$ cat src/hdl/rcd_pkg.sv
// Shared types, constants and channel-widening functions for the RGB565 crop/decimate unit.
// Used by every module under hdl; depends on nothing else.
`timescale 1ns / 1ps
`default_nettype none

package rcd_pkg;

	// Input raster geometry
	localparam int FRAME_WIDTH  = 320;
	localparam int FRAME_HEIGHT = 240;

	localparam int COL_W = (FRAME_WIDTH  > 1) ? $clog2(FRAME_WIDTH)  : 1;
	localparam int ROW_W = (FRAME_HEIGHT > 1) ? $clog2(FRAME_HEIGHT) : 1;

	// Configuration register width and the width used for window compares
	localparam int CFG_W  = 9;
	localparam int CMP_W  = ((COL_W > CFG_W) ? COL_W : CFG_W) + 1;
	localparam int ADDR_W = 3;
	localparam int DATA_W = 32;

	// Last kept row: largest even row in the frame
	localparam int LAST_ROW = ((FRAME_HEIGHT - 1) / 2) * 2;

	// Reset values of the column window
	localparam logic [CFG_W-1:0] FIRST_COLUMN_RST = CFG_W'(40);
	localparam logic [CFG_W-1:0] END_COLUMN_RST   = CFG_W'(280);

	localparam int PIXEL_W = 16;
	localparam int CHAN_W  = 8;

	// Register index, taken from paddr[2]
	typedef enum logic [0:0] {
		REG_FIRST_COLUMN = 1'b0,
		REG_END_COLUMN   = 1'b1
	} rcd_reg_t;

	// Column window as seen by the position tracker
	typedef struct packed {
		logic [CFG_W-1:0] first_column;
		logic [CFG_W-1:0] end_column;
	} rcd_cfg_t;

	// Kept pixel on its way to the converter
	typedef struct packed {
		logic [PIXEL_W-1:0] pixel;
		logic               last;
	} rcd_item_t;

	// Widen a 5-bit channel: (v*527+23)>>6
	function automatic logic [CHAN_W-1:0] widen5(input logic [4:0] v);
		logic [14:0] t;
		t = 15'(v) * 15'd527 + 15'd23;
		return t[13:6];
	endfunction

	// Widen a 6-bit channel: (v*259+33)>>6
	function automatic logic [CHAN_W-1:0] widen6(input logic [5:0] v);
		logic [14:0] t;
		t = 15'(v) * 15'd259 + 15'd33;
		return t[13:6];
	endfunction

endpackage

`default_nettype wire

$ cat src/hdl/rcd_cfg.sv
// APB-style register file holding the column window (first_column, end_column).
// Depends on rcd_pkg.
`timescale 1ns / 1ps
`default_nettype none

module rcd_cfg import rcd_pkg::*; (
	input  wire logic              clk,
	input  wire logic              arst_n,
	input  wire logic              psel,
	input  wire logic              penable,
	input  wire logic              pwrite,
	input  wire logic [ADDR_W-1:0] paddr,
	input  wire logic [DATA_W-1:0] pwdata,
	output logic      [DATA_W-1:0] prdata,
	output logic                   pready,
	output rcd_cfg_t               cfg
);

	logic [CFG_W-1:0] first_column_q;
	logic [CFG_W-1:0] end_column_q;
	rcd_reg_t         sel;
	logic             wr_en;

	assign sel    = rcd_reg_t'(paddr[2]);
	assign pready = 1'b1;
	assign wr_en  = psel & penable & pwrite & pready;

	// Write the addressed register on the access cycle
	always_ff @(posedge clk or negedge arst_n) begin
		if (!arst_n) begin
			first_column_q <= FIRST_COLUMN_RST;
			end_column_q   <= END_COLUMN_RST;
		end else if (wr_en) begin
			case (sel)
				REG_FIRST_COLUMN: first_column_q <= pwdata[CFG_W-1:0];
				REG_END_COLUMN:   end_column_q   <= pwdata[CFG_W-1:0];
				default:          ;
			endcase
		end
	end

	// Read back the addressed register
	always_comb begin
		case (sel)
			REG_FIRST_COLUMN: prdata = DATA_W'(first_column_q);
			REG_END_COLUMN:   prdata = DATA_W'(end_column_q);
			default:          prdata = '0;
		endcase
	end

	assign cfg.first_column = first_column_q;
	assign cfg.end_column   = end_column_q;

endmodule

`default_nettype wire

$ cat src/hdl/rcd_track.sv
// Column/row tracker and keep decision; holds kept pixels in the stage-1 register.
// Depends on rcd_pkg.
`timescale 1ns / 1ps
`default_nettype none

module rcd_track import rcd_pkg::*; (
	input  wire logic               clk,
	input  wire logic               arst_n,
	input  wire rcd_cfg_t           cfg,
	input  wire logic               in_valid,
	output logic                    in_ready,
	input  wire logic [PIXEL_W-1:0] pixel,
	input  wire logic               frame_start,
	output logic                    out_valid,
	output rcd_item_t               out_item,
	input  wire logic               out_ready
);

	logic [COL_W-1:0] col_q;
	logic [ROW_W-1:0] row_q;
	logic [COL_W-1:0] cur_col;
	logic [ROW_W-1:0] cur_row;
	logic [CMP_W-1:0] col_x;
	logic [CMP_W-1:0] first_x;
	logic [CMP_W-1:0] end_x;
	logic [CMP_W-1:0] limit;
	logic [CMP_W-1:0] last_col;
	logic             keep;
	logic             last;
	logic             accept;
	logic             valid_s1;
	rcd_item_t        item_s1;

	// Position of this pixel; a frame start restarts at the origin
	assign cur_col = frame_start ? '0 : col_q;
	assign cur_row = frame_start ? '0 : row_q;

	// Window test and last-pixel test
	always_comb begin
		col_x    = CMP_W'(cur_col);
		first_x  = CMP_W'(cfg.first_column);
		end_x    = CMP_W'(cfg.end_column);
		limit    = (end_x < CMP_W'(FRAME_WIDTH)) ? end_x : CMP_W'(FRAME_WIDTH);
		last_col = (limit - CMP_W'(1)) & ~CMP_W'(1);
		keep     = !cur_col[0] && !cur_row[0] && (col_x >= first_x) && (col_x < end_x);
		last     = (col_x == last_col) && (cur_row == ROW_W'(LAST_ROW));
	end

	assign in_ready = !valid_s1 || out_ready;
	assign accept   = in_valid && in_ready;

	// Advance the raster position on every transfer, wrapping at line and frame end
	always_ff @(posedge clk or negedge arst_n) begin
		if (!arst_n) begin
			col_q <= '0;
			row_q <= '0;
		end else if (accept) begin
			if (cur_col == COL_W'(FRAME_WIDTH - 1)) begin
				col_q <= '0;
				row_q <= (cur_row == ROW_W'(FRAME_HEIGHT - 1)) ? '0 : cur_row + ROW_W'(1);
			end else begin
				col_q <= cur_col + COL_W'(1);
				row_q <= cur_row;
			end
		end
	end

	// Stage-1 valid: load on a kept pixel, drop once taken downstream
	always_ff @(posedge clk or negedge arst_n) begin
		if (!arst_n) begin
			valid_s1 <= 1'b0;
		end else if (accept) begin
			valid_s1 <= keep;
		end else if (out_ready) begin
			valid_s1 <= 1'b0;
		end
	end

	// Stage-1 payload
	always_ff @(posedge clk) begin
		if (accept && keep) begin
			item_s1.pixel <= pixel;
			item_s1.last  <= last;
		end
	end

	assign out_valid = valid_s1;
	assign out_item  = item_s1;

	a_col_range: assert property (@(posedge clk) disable iff (!arst_n)
		int'(col_q) < FRAME_WIDTH)
		else $error("column counter out of frame");

	a_row_range: assert property (@(posedge clk) disable iff (!arst_n)
		int'(row_q) < FRAME_HEIGHT)
		else $error("row counter out of frame");

	a_start_origin: assert property (@(posedge clk) disable iff (!arst_n)
		accept && frame_start |=> col_q == COL_W'(1) && row_q == '0)
		else $error("frame start did not restart position");

	a_stall_hold: assert property (@(posedge clk) disable iff (!arst_n)
		valid_s1 && !out_ready |=> valid_s1 && $stable(item_s1))
		else $error("stage-1 item lost while stalled");

endmodule

`default_nettype wire

$ cat src/hdl/rcd_convert.sv
// RGB565 to RGB888 widening into the output register.
// Depends on rcd_pkg.
`timescale 1ns / 1ps
`default_nettype none

module rcd_convert import rcd_pkg::*; (
	input  wire logic                clk,
	input  wire logic                arst_n,
	input  wire logic                in_valid,
	output logic                     in_ready,
	input  wire rcd_item_t           in_item,
	output logic                     out_valid,
	output logic [3*CHAN_W-1:0]      out_rgb,
	output logic                     out_last,
	input  wire logic                out_ready
);

	logic                valid_q;
	logic [CHAN_W-1:0]   red_q;
	logic [CHAN_W-1:0]   green_q;
	logic [CHAN_W-1:0]   blue_q;
	logic                last_q;
	logic                load;

	assign in_ready = !valid_q || out_ready;
	assign load     = in_valid && in_ready;

	// Output valid: set on load, clear once transferred
	always_ff @(posedge clk or negedge arst_n) begin
		if (!arst_n) begin
			valid_q <= 1'b0;
		end else if (in_ready) begin
			valid_q <= in_valid;
		end
	end

	// Widen each channel as it enters the output register
	always_ff @(posedge clk) begin
		if (load) begin
			red_q   <= widen5(in_item.pixel[15:11]);
			green_q <= widen6(in_item.pixel[10:5]);
			blue_q  <= widen5(in_item.pixel[4:0]);
			last_q  <= in_item.last;
		end
	end

	assign out_valid = valid_q;
	assign out_rgb   = {blue_q, green_q, red_q};
	assign out_last  = last_q;

	a_load_shows: assert property (@(posedge clk) disable iff (!arst_n)
		load |=> valid_q)
		else $error("loaded result not presented");

endmodule

`default_nettype wire

$ cat src/hdl/rgb565_crop_decimate_to_rgb888_unit.sv
// Top level of the RGB565 crop/decimate to RGB888 unit.
// Depends on rcd_pkg, rcd_cfg, rcd_track and rcd_convert.
`timescale 1ns / 1ps
`default_nettype none

// Takes one RGB565 pixel per cycle in raster order (s_tuser marks the first pixel of a
// frame) and passes on only pixels on even rows and even columns inside the window
// first_column <= column < end_column (40..279 after reset, giving 120x120 from 320x240).
// Each kept pixel leaves as 8-bit red, green and blue, with m_tlast on the last pixel of
// the output frame. Throughput is one input pixel per cycle whenever the output side is
// not stalled; a kept pixel passes through the tracker register, then the output
// register. Dropped pixels produce nothing. Write the window registers only while no
// pixel is in flight.
module rgb565_crop_decimate_to_rgb888_unit import rcd_pkg::*; (
	input  wire logic              clk,
	input  wire logic              arst_n,
	// Configuration port
	input  wire logic              psel,
	input  wire logic              penable,
	input  wire logic              pwrite,
	input  wire logic [ADDR_W-1:0] paddr,
	input  wire logic [DATA_W-1:0] pwdata,
	output logic      [DATA_W-1:0] prdata,
	output logic                   pready,
	// Pixel input
	input  wire logic              s_tvalid,
	output logic                   s_tready,
	input  wire logic [15:0]       s_tdata,   // [15:0] pixel
	input  wire logic              s_tuser,   // [0] frame_start
	// Pixel output
	output logic                   m_tvalid,
	input  wire logic              m_tready,
	output logic [23:0]            m_tdata,   // [7:0] red, [15:8] green, [23:16] blue
	output logic                   m_tlast    // frame_last
);

	rcd_cfg_t  cfg;
	rcd_item_t item;
	logic      item_valid;
	logic      item_ready;

	rcd_cfg u_cfg (
		.clk     (clk),
		.arst_n  (arst_n),
		.psel    (psel),
		.penable (penable),
		.pwrite  (pwrite),
		.paddr   (paddr),
		.pwdata  (pwdata),
		.prdata  (prdata),
		.pready  (pready),
		.cfg     (cfg)
	);

	rcd_track u_track (
		.clk         (clk),
		.arst_n      (arst_n),
		.cfg         (cfg),
		.in_valid    (s_tvalid),
		.in_ready    (s_tready),
		.pixel       (s_tdata),
		.frame_start (s_tuser),
		.out_valid   (item_valid),
		.out_item    (item),
		.out_ready   (item_ready)
	);

	rcd_convert u_convert (
		.clk       (clk),
		.arst_n    (arst_n),
		.in_valid  (item_valid),
		.in_ready  (item_ready),
		.in_item   (item),
		.out_valid (m_tvalid),
		.out_rgb   (m_tdata),
		.out_last  (m_tlast),
		.out_ready (m_tready)
	);

endmodule

`default_nettype wire
$ cat config.mk
export PLATFORM = sky130hd
export DESIGN_NAME = rgb565_crop_decimate_to_rgb888_unit
export DESIGN_NICKNAME = d
export VERILOG_FILES = /design/src/hdl/rcd_pkg.sv /design/src/hdl/rcd_cfg.sv /design/src/hdl/rcd_track.sv /design/src/hdl/rcd_convert.sv /design/src/hdl/rgb565_crop_decimate_to_rgb888_unit.sv
export SDC_FILE = /design/constraint.sdc
export NUM_CORES = 1
export LEC_CHECK = 0
export ABC_AREA = 0
export BUFFER_PORTS_ARGS = -buffer_cell sky130_fd_sc_hd__buf_2
export CELL_PAD_IN_SITES_DETAIL_PLACEMENT = 1
export CELL_PAD_IN_SITES_GLOBAL_PLACEMENT = 2
export CORE_UTILIZATION = 37
export CTS_BUF_LIST = sky130_fd_sc_hd__clkbuf_4 sky130_fd_sc_hd__clkbuf_8
export DETAILED_ROUTE_END_ITERATION = 8
export GPL_TIMING_DRIVEN = 0
export PLACE_DENSITY_LB_ADDON = 0.1
export RECOVER_POWER = 100
export SLEW_MARGIN = 30
export SYNTH_ARGS = -nofsm -noshare
export SYNTH_HDL_FRONTEND = slang
export SYNTH_HIERARCHICAL = 1
export SYNTH_SLANG_ARGS = --single-unit
$ cat constraint.sdc
create_clock -name clk -period 4.4 [get_ports clk]
set_clock_uncertainty 0.15 [all_clocks]
set_input_delay 1.32 -clock clk [delete_from_list [all_inputs] [get_ports clk]]
set_output_delay 1.32 -clock clk [all_outputs]
set_load 0.005 [all_outputs]
==> flow_summary.toml <==
[outcome]
status = "complete, but fails checks"
violations = "max-capacitance violations, max-slew violations"

[clock_tree]
cts_resized = 1
cts.sinks = 79
clk_latency_ns = 0.37
htreeDepth = 3
clk_pin_slew_ns = 0.09
cts_root_buffer = "clkbuf_8"
post_cts_buffers = 0
cts_hold_buf = 0
cts_tree = "done"
cts_buffers = 9
clock_path_buffers = 2

[floorplanning]
rows = 45
core_um2 = 15370
start_util = 0.3839
io_pins = 119
die_area_um2 = 16460
die_h_um = 128.3
fp.dieW_um = 128.3

[logic_synthesis]
async_reset_ff_frac = 0.4684
ys_seq_elements = 79
syn_area_um2 = 5901
yosysWarnings = 6
yosysSeqAreaShare = 0.3717
avgSynthCellArea_um2 = 10.63
dominantRegCellSynth = "edfxtp_1"
syn_inst = 555
synth_enable_flop_cells = 42
synth_cell_type_count = 67

[detailed_routing]
antenna_left = 0
firstDrtPassIters = 4
wl_mm = 13.26
drcViolationCount = 0
viasPerCell = 4.875
routedWlPerCell_um = 15.18
vias = 4256
drtIter0Drc = 139

[worst_setup_path]
cp_max_fo = 19
cp.arrival_ns = 3.97
setup.worst_path.class = "input pin to register"
start_kind = "input pin"
end_kind = "register"
critPathBufInv = 4
slowest_stage = "or3_1"
cp_data_required_time_ns = 4.34
crit_chain = "clkbuf_1, buf_2, clkbuf_2, nor2b_1, ha_1, a21boi_0, o21ai_0, a211oi_1, or3_1, nor2_2, buf_6"
critical-path-top-delay-family = "buffers and inverters"
critical-path-max-stage-delay_ns = 0.41

[place]
placed_cells = 858
gp_congestion = 0.7694
port_buffers = 69
detailed_place_hpwl_mm = 10.57

[timing]
final_max_slew_viol_count = 64
hold_viol_final = 0
finalHoldWorstSlack_ns = 0.2773
min_period_ns = 4.034
slew_headroom = -0.4022
finalCritPeriodShare = 0.9167
setup_tns_ns = 0
setup_viol_count_final = 0
fmax_mhz = 247.9
worst_pin_slew_ns = 2.103
rsz0062_at_grt = "no"

[layout]
drive_gt1_frac = 0.2115
final_common_cell = "ha_1"
nFillCells = 1797
fin_util = 0.4376
fin_nets = 808
syn_to_final_growth_pct = 13.99
layout_common_cells = "75 x ha_1, 57 x buf_2, 51 x inv_1"
stdcell_count = 873
antenna_cells = 0

[power_and_ir_drop]
internal_power_w = 0.001403
ir_drop_uv = 166.7
swShare = 0.3250
p_seq_frac = 0.447
power_frac_comb = 0.278
clockPowerShare = 0.275
p_total_w = 0.002078
p_leak_nw = 3.064
switchingPower_w = 0.0006753
power-per-cell-area_nw_per_um2 = 308.9

[global_routing]
overflow = 0
grt_pass1_vias = 4451
grt_usage = 0.1726
grt_max_degree = 38
grt_pass1_wl_mm = 22.11
antenna_found_initial = 0

[flow_run]
drv_cap = 2

[min_path]
hp-class = "register to register"
==> state kept, by name, indices dropped and copies added, names as in the netlist <==
register / flops
u_track/row_q: 8
u_convert/blue_q: 8
u_track/out_valid: 1
u_track/col_q: 9
u_track/out_item: 17
u_convert/out_valid: 1
u_convert/out_last: 1
u_convert/green_q: 8
u_convert/red_q: 8
u_cfg/first_column_q: 9
u_cfg/end_column_q: 9
==> worst reg2reg max path: cells and delay by family (launching register included) <==
| family | cells | cell delay [ns] |
|---|---|---|
| flops | 1 | 0.50 |
| fa+ha+maj | 4 | 1.69 |
| xor+xnor | 1 | 0.09 |
| buf+inv | 2 | 0.22 |
| compound gates | 4 | 0.79 |
==> routing by layer <==
metal  global-route usage  part of all wire  routed length, um
met3              0.04007             0.034                454
met1               0.2112              0.45               5983
met4              0.03529            0.0073                 97
met2               0.3078              0.51               6719
met5                    0                 0                  0
==> through the flow <==
step	setup slack, ns	instance area (um^2)
2_1_floorplan	0.01665	5983
3_3_place_gp	-1.212	6593
3_5_place_dp	-0.5804	6608
4_1_cts	0.03261	6814
5_1_grt	0.1221	6726
6_report	0.3663	6726
==> synth_stat cells, drive strengths merged, types with 2 or more instances <==
cell	n	area [um^2]
a21oi	18	90.09
a21boi	2	15.02
nand3	12	60.06
nor4	4	37.53
a22oi	3	22.52
clkbuf	7	26.28
nor3	8	40.04
nor2b	11	68.82
dfrtp	32	800.8
nand4	7	58.81
o21a	4	30.03
mux2	27	304.0
o22ai	3	18.77
dfstp	5	131.4
ha	75	938.4
o21ai	34	170.2
xnor2	26	227.7
a211oi	5	37.54
mux2i	3	30.03
edfxtp	42	1261
inv	53	198.9
a21o	4	30.03
conb	2	7.510
and3	6	42.54
nand4b	3	41.29
buf	28	206.4
nand2	41	153.9
a22o	2	17.52
nand2b	8	50.05
and2	5	32.53
fa	17	340.3
a31oi	4	25.02
nor2	21	86.33
nand3b	3	35.03
o31ai	4	30.03
o211ai	7	67.57
a2bb2oi	2	17.52
==> cell type report <==
| class | count | area (um^2) | area share |
|---|---|---|---|
| Multi-Input combinational cell | 410 | 3304 | 0.4913 |
| Sequential cell | 79 | 2193 | 0.3261 |
| Timing Repair Buffer | 70 | 339.1 | 0.05041 |
| Tap cell | 211 | 264.0 | 0.03925 |
| Buffer | 34 | 221.5 | 0.03292 |
| Inverter | 53 | 198.9 | 0.02958 |
| Clock buffer | 9 | 123.9 | 0.01842 |
| Clock inverter | 7 | 81.33 | 0.01209 |
==> power by group through the flow <==
stage                     clock (W)  sequential, W  combinational [W]
after CTS                  0.000599       0.000930           0.000597
after global placement            0       0.000942           0.000569
after detailed placement          0       0.000946           0.000593
final                      0.000572       0.000928           0.000578
after floorplan                   0       0.000923           0.000428
after global routing       0.000625       0.000942           0.000661
==> path summary, 6_finish.rpt <==
| path | from | end | slack, ns | depth (start not counted) |
|---|---|---|---|---|
| worst max register to register | u_track/out_item[15] | u_convert/red_q[7] | 0.72 | 11 |
| worst min register to register | u_track/out_item[0] | u_convert/out_last | 0.28 | 0 |
| worst min-delay path | u_track/out_item[0] | u_convert/out_last | 0.28 | 0 |
| min in group asynchronous | arst_n | u_track/row_q[2] | 1.40 | 1 |
| max in group asynchronous | arst_n | u_cfg/first_column_q[6] | 1.50 | 1 |
| worst max-delay path | s_tuser | u_track/out_item[8] | 0.37 | 11 |
==> logic make-up (layout without fill, tap and decap cells) <==
kind of cell / after synthesis / after routing / synth area share
other: 2 / 24 / 0.001273
XOR/XNOR: 27 / 27 / 0.04008
buffers and inverters: 88 / 173 / 0.07315
adder cells (fa/ha/maj): 92 / 92 / 0.2167
AND/OR/NAND/NOR: 135 / 135 / 0.1287
multiplexers: 30 / 30 / 0.05662
AO/OA/AOI/OAI: 102 / 102 / 0.1118
flip-flops: 79 / 79 / 0.3717
No activity file was read; power rests on OpenSTA's default activity.
